===== config.mk =====
export PLATFORM = sky130hd
export DESIGN_NAME = periodic_task_scheduler
export DESIGN_NICKNAME = d
export VERILOG_FILES = /design/src/rtl/pts_pkg.sv /design/src/rtl/pts_cell.sv /design/src/rtl/periodic_task_scheduler.sv
export VERILOG_INCLUDE_DIRS = /design/src /design/src/rtl
export SDC_FILE = /design/constraint.sdc
export NUM_CORES = 2
export LEC_CHECK = 0
export BUFFER_PORTS_ARGS = -buffer_cell sky130_fd_sc_hd__buf_2
export CORE_ASPECT_RATIO = 1.5
export CORE_UTILIZATION = 65
export DETAILED_ROUTE_END_ITERATION = 6
export HOLD_SLACK_MARGIN = 0.02
export PLACE_DENSITY_LB_ADDON = 0.2
export SYNTH_ARGS = -nofsm -noshare
export SYNTH_HDL_FRONTEND = slang
export SYNTH_SLANG_ARGS = --single-unit

===== constraint.sdc =====
create_clock -name clk -period 14.7 [get_ports clk]
set_input_delay 2.94 -clock clk [delete_from_list [all_inputs] [get_ports clk]]
set_output_delay 2.94 -clock clk [all_outputs]
set_load 0.005 [all_outputs]

===== src/rtl/periodic_task_scheduler_defines.svh =====
// Assertion helpers for the scheduler RTL.
`ifndef PERIODIC_TASK_SCHEDULER_DEFINES_SVH
`define PERIODIC_TASK_SCHEDULER_DEFINES_SVH

// Same-cycle implication, sampled on clk, quiet while in reset.
`define PTS_ASSERT_NOW(label, ante, cons, msg) \
    label: assert property (@(posedge clk) disable iff (!rst_n) (ante) |-> (cons)) \
        else $error(msg);

// Next-cycle implication, sampled on clk, quiet while in reset.
`define PTS_ASSERT_NEXT(label, ante, cons, msg) \
    label: assert property (@(posedge clk) disable iff (!rst_n) (ante) |=> (cons)) \
        else $error(msg);

`endif


===== src/rtl/pts_pkg.sv =====
`timescale 1ns / 1ps
`default_nettype none

package pts_pkg;

    localparam int MAX_TASKS_DEF = 16;
    localparam int TIME_W        = 32;
    localparam int STATUS_W      = 2;
    localparam int TASK_ID_W     = 4;

    // action codes (s_tuser)
    localparam logic ACT_REGISTER = 1'b0;
    localparam logic ACT_PROCESS  = 1'b1;

    // status codes (m_tuser)
    localparam logic [STATUS_W-1:0] ST_REGISTERED = 2'd0;
    localparam logic [STATUS_W-1:0] ST_FULL       = 2'd1;
    localparam logic [STATUS_W-1:0] ST_DUE        = 2'd2;
    localparam logic [STATUS_W-1:0] ST_NONE       = 2'd3;

    // broadcast from the sequencer to every cell
    typedef struct packed {
        logic              load;     // store period/now in the addressed cell
        logic              eval;     // compare elapsed time against period
        logic              advance;  // move the scan token one cell on
        logic              clear;    // drop the scan token
        logic [TIME_W-1:0] period;
        logic [TIME_W-1:0] now;
    } cell_ctrl_t;

    // status of one cell back to the sequencer
    typedef struct packed {
        logic hit;   // token sits here and this slot is due
        logic last;  // no due slot further down the chain
    } cell_stat_t;

endpackage

`default_nettype wire


===== src/rtl/pts_cell.sv =====
`timescale 1ns / 1ps
`default_nettype none

module pts_cell #(
    parameter int CNT_W = 5,
    parameter int INDEX = 0
) (
    input  wire                     clk,
    input  wire                     rst_n,
    input  wire pts_pkg::cell_ctrl_t ctrl,
    input  wire  [CNT_W-1:0]        count,
    input  wire                     tok_in,
    output logic                    tok_out,
    input  wire                     rest_in,
    output logic                    rest_out,
    output pts_pkg::cell_stat_t     stat
);

    logic [pts_pkg::TIME_W-1:0] period_reg;
    logic [pts_pkg::TIME_W-1:0] last_run_reg;
    logic [pts_pkg::TIME_W-1:0] elapsed;
    logic                       active;
    logic                       sel;
    logic                       is_due;
    logic                       due_reg;
    logic                       due_next;
    logic                       tok_reg;
    logic                       tok_next;

    assign active  = count > CNT_W'(INDEX);
    assign sel     = ctrl.load && (count == CNT_W'(INDEX));
    assign elapsed = ctrl.now - last_run_reg;
    assign is_due  = active && (elapsed >= period_reg);

    always_comb
    begin
        due_next = due_reg;
        tok_next = tok_reg;
        if (ctrl.eval)
        begin
            due_next = is_due;
        end
        if (ctrl.clear)
        begin
            tok_next = 1'b0;
        end
        else if (ctrl.advance)
        begin
            tok_next = tok_in;
        end
    end

    always_ff @(posedge clk or negedge rst_n)
    begin
        if (!rst_n)
        begin
            due_reg <= 1'b0;
            tok_reg <= 1'b0;
        end
        else
        begin
            due_reg <= due_next;
            tok_reg <= tok_next;
        end
    end

    // Slot payload; a due slot restarts its period at the pass time.
    always_ff @(posedge clk)
    begin
        if (sel)
        begin
            period_reg   <= ctrl.period;
            last_run_reg <= ctrl.now;
        end
        else if (ctrl.eval && is_due)
        begin
            last_run_reg <= ctrl.now;
        end
    end

    assign tok_out   = tok_reg;
    assign rest_out  = due_reg | rest_in;
    assign stat.hit  = tok_reg & due_reg;
    assign stat.last = !rest_in;

endmodule

`default_nettype wire


===== src/rtl/periodic_task_scheduler.sv =====
// Periodic task scheduler. A row of MAX_TASKS identical slot cells holds each
// task's period and last-run time. A word with s_tuser = 0 registers a task in
// the next free slot and answers with one word (status registered plus slot id,
// or table full). A word with s_tuser = 1 runs a process pass: all cells
// compare (now - last run) against their period in the same cycle, then a token
// walks the chain one cell per cycle, held while a due word waits for m_tready,
// and every due slot sends one word (status due, slot id) in index order, the
// final one with m_tlast set; with nothing due a single "none due" word goes
// out. The length of a pass is set by the token walk up to the last due slot
// and by any stall while m_tready holds the output register. A new word is taken
// only between passes, while the output register is free or being drained. Slot
// ids are the low 4 bits of the slot index.
`timescale 1ns / 1ps
`default_nettype none

module periodic_task_scheduler #(
    parameter int MAX_TASKS = pts_pkg::MAX_TASKS_DEF
) (
    input  wire         clk,
    input  wire         rst_n,
    input  wire         s_tvalid,
    output logic        s_tready,
    input  wire  [63:0] s_tdata,   // [31:0] period, [63:32] now
    input  wire         s_tuser,   // [0] action
    output logic        m_tvalid,
    input  wire         m_tready,
    output logic [7:0]  m_tdata,   // [3:0] task_id, [7:4] zero
    output logic [1:0]  m_tuser,   // [1:0] status
    output logic        m_tlast    // last word of this request
);

`include "periodic_task_scheduler_defines.svh"

    localparam int IDX_W = (MAX_TASKS > 1) ? $clog2(MAX_TASKS) : 1;
    localparam int CNT_W = $clog2(MAX_TASKS + 1);

    typedef enum logic [1:0] {
        S_IDLE,
        S_CHECK,
        S_SCAN
    } state_t;

    state_t                          state_reg, state_next;
    logic [CNT_W-1:0]                count_reg, count_next;
    logic                            out_valid_reg, out_valid_next;
    logic [pts_pkg::STATUS_W-1:0]    status_reg, status_next;
    logic [pts_pkg::TASK_ID_W-1:0]   id_reg, id_next;
    logic                            last_reg, last_next;

    pts_pkg::cell_ctrl_t             ctrl;
    pts_pkg::cell_stat_t             stat [MAX_TASKS];
    logic [MAX_TASKS-1:0]            tok_q;
    logic [MAX_TASKS:0]              rest;
    logic                            launch;
    logic                            accept;
    logic                            out_free;
    logic                            full;
    logic                            hit_any;
    logic                            hit_last;
    logic [IDX_W-1:0]                hit_idx;

    assign rest[MAX_TASKS] = 1'b0;

    genvar g;
    generate
        for (g = 0; g < MAX_TASKS; g++)
        begin : g_cell
            pts_cell #(
                .CNT_W (CNT_W),
                .INDEX (g)
            ) u_cell (
                .clk      (clk),
                .rst_n    (rst_n),
                .ctrl     (ctrl),
                .count    (count_reg),
                .tok_in   ((g == 0) ? launch : tok_q[(g == 0) ? 0 : g - 1]),
                .tok_out  (tok_q[g]),
                .rest_in  (rest[g + 1]),
                .rest_out (rest[g]),
                .stat     (stat[g])
            );
        end
    endgenerate

    // Token is one-hot, so OR-ing the hit cells yields its index and flags.
    always_comb
    begin
        hit_any  = 1'b0;
        hit_last = 1'b0;
        hit_idx  = '0;
        for (int i = 0; i < MAX_TASKS; i++)
        begin
            if (stat[i].hit)
            begin
                hit_any  = 1'b1;
                hit_last = hit_last | stat[i].last;
                hit_idx  = hit_idx | IDX_W'(i);
            end
        end
    end

    assign out_free = !out_valid_reg || m_tready;
    assign s_tready = (state_reg == S_IDLE) && out_free;
    assign accept   = s_tvalid && s_tready;
    assign full     = (count_reg == CNT_W'(MAX_TASKS));

    always_comb
    begin
        state_next     = state_reg;
        count_next     = count_reg;
        out_valid_next = out_valid_reg && !m_tready;
        status_next    = status_reg;
        id_next        = id_reg;
        last_next      = last_reg;
        launch         = 1'b0;
        ctrl.load      = 1'b0;
        ctrl.eval      = 1'b0;
        ctrl.advance   = 1'b0;
        ctrl.clear     = 1'b0;
        ctrl.period    = s_tdata[31:0];
        ctrl.now       = s_tdata[63:32];

        case (state_reg)
            S_IDLE:
            begin
                if (accept)
                begin
                    if (s_tuser == pts_pkg::ACT_PROCESS)
                    begin
                        ctrl.eval  = 1'b1;
                        state_next = S_CHECK;
                    end
                    else if (full)
                    begin
                        out_valid_next = 1'b1;
                        status_next    = pts_pkg::ST_FULL;
                        id_next        = '0;
                        last_next      = 1'b1;
                    end
                    else
                    begin
                        ctrl.load      = 1'b1;
                        count_next     = count_reg + 1'b1;
                        out_valid_next = 1'b1;
                        status_next    = pts_pkg::ST_REGISTERED;
                        id_next        = pts_pkg::TASK_ID_W'(count_reg);
                        last_next      = 1'b1;
                    end
                end
            end

            S_CHECK:
            begin
                if (rest[0])
                begin
                    // inject the token into the first cell
                    launch       = 1'b1;
                    ctrl.advance = 1'b1;
                    state_next   = S_SCAN;
                end
                else if (out_free)
                begin
                    out_valid_next = 1'b1;
                    status_next    = pts_pkg::ST_NONE;
                    id_next        = '0;
                    last_next      = 1'b1;
                    state_next     = S_IDLE;
                end
            end

            S_SCAN:
            begin
                if (!hit_any)
                begin
                    ctrl.advance = 1'b1;
                end
                else if (out_free)
                begin
                    out_valid_next = 1'b1;
                    status_next    = pts_pkg::ST_DUE;
                    id_next        = pts_pkg::TASK_ID_W'(hit_idx);
                    last_next      = hit_last;
                    if (hit_last)
                    begin
                        ctrl.clear = 1'b1;
                        state_next = S_IDLE;
                    end
                    else
                    begin
                        ctrl.advance = 1'b1;
                    end
                end
            end

            default:
            begin
                state_next = S_IDLE;
            end
        endcase
    end

    always_ff @(posedge clk or negedge rst_n)
    begin
        if (!rst_n)
        begin
            state_reg     <= S_IDLE;
            count_reg     <= '0;
            out_valid_reg <= 1'b0;
            status_reg    <= pts_pkg::ST_REGISTERED;
            id_reg        <= '0;
            last_reg      <= 1'b0;
        end
        else
        begin
            state_reg     <= state_next;
            count_reg     <= count_next;
            out_valid_reg <= out_valid_next;
            status_reg    <= status_next;
            id_reg        <= id_next;
            last_reg      <= last_next;
        end
    end

    assign m_tvalid = out_valid_reg;
    assign m_tdata  = {4'b0000, id_reg};
    assign m_tuser  = status_reg;
    assign m_tlast  = last_reg;

    // Checks: single scan token, bounded table, token only during a scan,
    // and a successful register adds exactly one slot.
    `PTS_ASSERT_NOW(a_tok_onehot, 1'b1, $onehot0(tok_q), "more than one scan token")
    `PTS_ASSERT_NOW(a_count_max, 1'b1, count_reg <= CNT_W'(MAX_TASKS), "task count overflow")
    `PTS_ASSERT_NOW(a_tok_scan, tok_q != '0, state_reg == S_SCAN, "token outside scan")
    `PTS_ASSERT_NEXT(a_reg_inc, accept && (s_tuser == pts_pkg::ACT_REGISTER) && !full, count_reg == CNT_W'($past(count_reg) + 1'b1), "register did not add a slot")

endmodule

`default_nettype wire

# Yosys cells after proc, flatten, opt, wreduce, memory -nomap -nowiden
# Cells that the tools add are included.
# totals
reg_bits	1071
in_bits	69
out_inout_bits	13
word_cells	447
# op_classes
n_addsub	17
order_cmp	32
eq_ne	27
mux	162
bitwise_logic	47
reduce_logical	92
# op_table
operator	count
$mux 32	32
$ge 32x32->1	16
$sub 32x32->32	16
$mux 1	87
$mux 4	15
$logic_and 1x1->1	51
$eq 5x4->1 const B	8
$gt 5x4->1 const B	8
$mux 2	18
$reduce_bool 2->1	17
$or 1x1->1	29
$eq 5x3->1 const B	4
$gt 5x3->1 const B	4
$logic_not 1->1	17
$and 1x1->1	16
$ne 2x2->1 const B	8
$mux 3	4
$pmux 2 s3	2
$pmux 4 s3	1
$eq 5x2->1 const B	2
$gt 5x1->1 const B	2
$gt 5x2->1 const B	2
$reduce_and 7->1	1
$pmux 1 s3	2
other kinds (14)	15

# Longest topological paths before layout
# logic_depth
depth_word	51
depth_mapped	25
ltp_nobuf	25

# Hierarchy
# Synthesis repeated with hierarchy kept, for this count alone.
# hier_totals
cells_unflattened	7619
hier_area_um2	76831.2
# modules_own_cells
mod	n_inst	cells_per_inst	area_per_inst_um2	seq_area_each_um2
pts_cell (g_cell[15].u_cell)	1	499	4937.2	1971.9
pts_cell (g_cell[6].u_cell)	1	503	4897.2	1971.9
pts_cell (g_cell[0].u_cell)	1	502	4879.7	1971.9
pts_cell (g_cell[11].u_cell)	1	493	4833.4	1971.9
pts_cell (g_cell[9].u_cell)	1	476	4769.6	1971.9
pts_cell (g_cell[14].u_cell)	1	466	4759.6	1971.9
pts_cell (g_cell[12].u_cell)	1	480	4742.0	1971.9
pts_cell (g_cell[2].u_cell)	1	474	4719.5	1971.9
pts_cell (g_cell[4].u_cell)	1	459	4689.5	1971.9
pts_cell (g_cell[13].u_cell)	1	457	4669.5	1971.9
pts_cell (g_cell[8].u_cell)	1	454	4657.0	1971.9
pts_cell (g_cell[10].u_cell)	1	450	4652.0	1971.9
pts_cell (g_cell[3].u_cell)	1	447	4650.7	1971.9
pts_cell (g_cell[7].u_cell)	1	444	4630.7	1971.9
+3 rows	-	-	-	-

# Worst setup path before layout
# Ideal clock, no wire load.
# synth_path
path_type	in2reg
startpoint	input s_tdata[32]
endpoint	register g_cell[2].u_cell.last_run_reg[0] in the netlist's numbering, enable pin
setup_time_ns	0.483
arrival_ns	8.533
required_ns	14.217
slack_ns	5.685
cell_stages	24
n_path_buf	0
path_cell_list	inv_1 > ha_1 > inv_1 > fa_1 > a21o_1 > a21o_1 > a2111oi_0 > o2111ai_1 > a41oi_1 > nor3_1 > nor3_1 > o21bai_1 > a21oi_1 > xnor2_1 > ha_1 > a21o_1 > a21o_1 > a21o_1 > a21oi_1 > o21ai_0 > a2111oi_0 > or4b_2 > nand4_1 > nand2b_1
# synth_via
elab_chain_len	5
# synth_lines
item	line_no	rtl
start: declaration	periodic_task_scheduler.sv:23	input wire [63:0] s_tdata,
$sub 32x32->32	pts_cell.sv:32	assign elapsed = ctrl.now - last_run_reg;
$ge 32x32->1	pts_cell.sv:33	assign is_due = active && (elapsed >= period_reg);
$logic_and 1x1->1	pts_cell.sv:33	
$logic_and 1x1->1	pts_cell.sv:75	else if (ctrl.eval && is_due)
$reduce_bool 2->1 (no line)	-	
end signal: assignment	pts_cell.sv:73	last_run_reg <= ctrl.now;
end signal: assignment	pts_cell.sv:77	last_run_reg <= ctrl.now;
end: declaration	pts_cell.sv:20	logic [pts_pkg::TIME_W-1:0] last_run_reg;
# Every way passes these cells.
# A chain may end at the register's enable or synchronous reset.

# Final worst setup path
# layout_path
startpoint	input s_tdata[32]
endpoint	register g_cell[2].u_cell.last_run_reg[11] in the netlist's numbering, enable pin
# The elaborated chain is that of the path after synthesis.

==> impl_metrics.json <==
{
  "yosysWarnings": 0,
  "arrival_ns": 9.65,
  "power_switching_share_pct": 25.4,
  "via_per_inst": 6.19,
  "synthArstFlopShare_pct": 4.39,
  "grt_usage_pct": 33.5,
  "postCtsHoldBufs": 0,
  "nets": 8044,
  "route.vias.total": 52400,
  "critPathKind": "in -> reg",
  "dpl.hpwl_mm": 131,
  "timing.final.crit_share_pct": 62.9,
  "rsz0062_at_grt": "no",
  "drt_first_iter_violations": 4588,
  "grt_overflow": 0,
  "core-area_um2": 109000,
  "outcome": "complete, no violations",
  "worstPathMaxFanout": 32,
  "startpoint_type": "primary input",
  "die_h_um": 408,
  "numPortBuffers": 77,
  "yosysSeqAreaShare_pct": 44.7,
  "layout_setup_ws_ns": 5.45,
  "p_total_mw": 7.23,
  "grt_pass1_wl_mm": 285,
  "finalInstanceArea_um2": 77600,
  "finClkSkew_ns": 0.0214,
  "root_buffer": "clkbuf_16",
  "clk_latency_ns": 0.71,
  "switching_power_mw": 1.84,
  "drive_gt1_share_pct": 5.19,
  "cts_sinks": 1071,
  "syn_area_per_cell_um2": 10.6,
  "die_w_um": 273,
  "synth_top_area_share_pct": 43.0,
  "clockPowerShare_pct": 39.3,
  "drtAntennaViolNets": 0,
  "synthDistinctLibCells": 77,
  "slew_violations": 0,
  "crit_required_ns": 15.10,
  "grt_pass1_vias": 50800,
  "row_count": 148,
  "fillers": 8022,
  "numCtsBuffers": 104,
  "synth_area_leaders": "edfxtp_1 43%, ha_1 18%, inv_1 5.9%, a21o_1 4.6%, xnor2_1 4.1%",
  "drt_first_pass_iters": 6,
  "seqPwrFrac_pct": 46.2,
  "holdPathStages": 1,
  "finalSetupTns_ns": 0,
  "relSlewSlack_pct": 21.7,
  "postCtsSetupBuffers": 0,
  "p_leak_nw": 35.8,
  "antenna_found_initial": 3,
  "worstReg2RegEnd": "g_cell[13].u_cell.last_run_reg[4]",
  "r2r_slack_ns": 8.19,
  "htreeDepth": 3,
  "yosysTopAreaCell": "edfxtp_1",
  "end_kind": "flop",
  "grt_max_degree": 48,
  "hp-start": "id_reg[3]",
  "finalHoldViolations": 0,
  "setup_viol": 0,
  "worstReg2RegStart": "g_cell[13].u_cell.last_run_reg[4]",
  "drv_cap": 0,
  "final_cell_mix": "1131 x inv_1, 1024 x edfxtp_1, 1017 x ha_1",
  "worst_hold_path_type": "reg -> reg",
  "area_growth_pct": 8.62,
  "fmax_ghz": 0.108,
  "ctsResizeCount": 0,
  "synth_seq_cells": 1071,
  "wl_per_cell_um": 22.1,
  "finalCriticalPeriod_ns": 9.25,
  "wl_mm": 187,
  "num_io_pins": 82,
  "placedInstanceArea_um2": 74000,
  "synth-edff-count": 1024,
  "cts_buffer_depth": 3,
  "synth_area_um2": 71400,
  "holdWs_ns": 0.507,
  "powerDensity_nw_per_um2": 93.2,
  "syn_inst": 6733,
  "gp_congestion": 0.955,
  "layout_commonest_cell": "inv_1",
  "p_int_mw": 5.39,
  "route.detailed.drc": 0,
  "worst_slew_pin_slew_ns": 1.14,
  "dieArea_um2": 111000,
  "p_comb_share_pct": 14.5,
  "ir_drop_v": 0.000107,
  "ff2ff_path_depth": 21,
  "place_ws_ns": 4.75,
  "cts_tree": "built",
  "synth_flop_cell": "edfxtp_1",
  "clk_pin_slew_ns": 0.06,
  "start_util_pct": 65.7,
  "whs_endpoint": "id_reg[3]"
}
-- kinds of logic (layout without fill, tap and decap cells) --
kind of cell / count (synthesis) / after routing / share of synthesized area [%]
AO/OA/AOI/OAI: 1772 / 1772 / 16.3
XOR/XNOR: 468 / 468 / 5.74
adder cells (fa/ha/maj): 1033 / 1033 / 18.3
buffers and inverters: 1173 / 1468 / 6.21
flip-flops: 1071 / 1071 / 44.7
multiplexers: 22 / 22 / 0.315
other: 1 / 5 / 0.00525
AND/OR/NAND/NOR: 1193 / 1193 / 8.46
-- area by class of cell --
class / instances / area, um2 / area share (%)
inverter: 1131 / 4250 / 5.47
timing repair buffer: 142 / 871 / 1.12
clock buffer: 130 / 2810 / 3.63
antenna: 1 / 2.50 / 0.00322
clock inverter: 65 / 759 / 0.979
sequential: 1071 / 31900 / 41.1
multi-input combinational: 4492 / 35200 / 45.4
tap: 1425 / 1780 / 2.30
-- per-stage QoR --
| stage | std cells | utilization [%] |
|---|---|---|
| floorplan | 6736 | - |
| global placement | 8260 | 68.1 |
| detailed placement | 8261 | 68.1 |
| CTS | 8456 | 71.4 |
| global route | 8456 | 71.4 |
| finish | 8457 | 71.4 |
-- power groups by stage --
stage          Sequential, mW  Clock, mW  Combinational [mW]
6_report                 3.34       2.84                1.05
2_1_floorplan            3.41          0               0.684
5_1_grt                  3.34       2.97                1.16
4_1_cts                  3.34       2.88                1.04
3_3_place_gp             3.40          0               0.997
3_5_place_dp             3.40          0                1.03
-- metal layers --
| layer | global-route usage, % | up-vias | wire [um] |
|---|---|---|---|
| li1 | - | 24700 | - |
| met1 | 44.0 | 25200 | 76600 |
| met2 | 54.3 | 1967 | 85800 |
| met3 | 4.20 | 519 | 13500 |
| met4 | 17.6 | 0 | 10700 |
| met5 | 0 | - | 0 |
-- synthesized netlist by cell type (19+ instances only) --
library cell and instances:
a41oi_1 21, or2_2 20, a2111oi_0 34, a21o_1 440, a211oi_1 58, o21a_1 93, a31oi_1 51, a21oi_1 499
and4_1 20, and3_1 56, o21bai_1 57, nor2_1 284, or3_1 29, o31ai_1 37, edfxtp_1 1024, nand4_1 113
dfrtp_1 47, ha_1 1017, nand2_1 245, inv_1 1131, xnor2_1 335, nand2b_1 102, nand3_1 87, nor2b_1 84
o211ai_1 31, xor2_1 133, nor3_1 76, o2111ai_1 19, clkbuf_1 32, o21ai_0 280, and2_1 35
-- critical path, cell delays in order --
cell and delay (ns):
buf_2 0.27, inv_1 0.22, buf_4 0.33, ha_1 0.23, inv_1 0.06, fa_1 0.39, a21o_1 0.18, a21o_1 0.20
a2111oi_0 0.60, o2111ai_1 0.23, a41oi_1 0.38, nor3_1 0.13, nor3_1 0.30, o21bai_1 0.13, a21oi_1 0.19, xnor2_1 0.14
ha_1 0.26, a21o_1 0.16, a21o_1 0.16, a21o_1 0.17, a21oi_1 0.15, o21ai_0 0.16, a2111oi_0 0.52, or4b_2 0.64
nand4_1 0.13, nand2b_1 0.07, buf_4 0.27
-- worst max path at each step --
stage | start | to | slack (ns) | cells after the start
floorplan | s_tdata[32] | g_cell[2].u_cell.last_run_reg[0] | 5.68 | 24
finish | s_tdata[32] | g_cell[2].u_cell.last_run_reg[11] | 5.45 | 27
CTS | s_tdata[32] | g_cell[2].u_cell.last_run_reg[11] | 5.49 | 27
global placement | s_tdata[32] | g_cell[2].u_cell.last_run_reg[1] | 4.88 | 27
detailed placement | s_tdata[32] | g_cell[2].u_cell.last_run_reg[0] | 4.75 | 27
global route | s_tdata[32] | g_cell[2].u_cell.last_run_reg[14] | 4.83 | 27
Note: power is estimated with default switching activity, not from simulation.
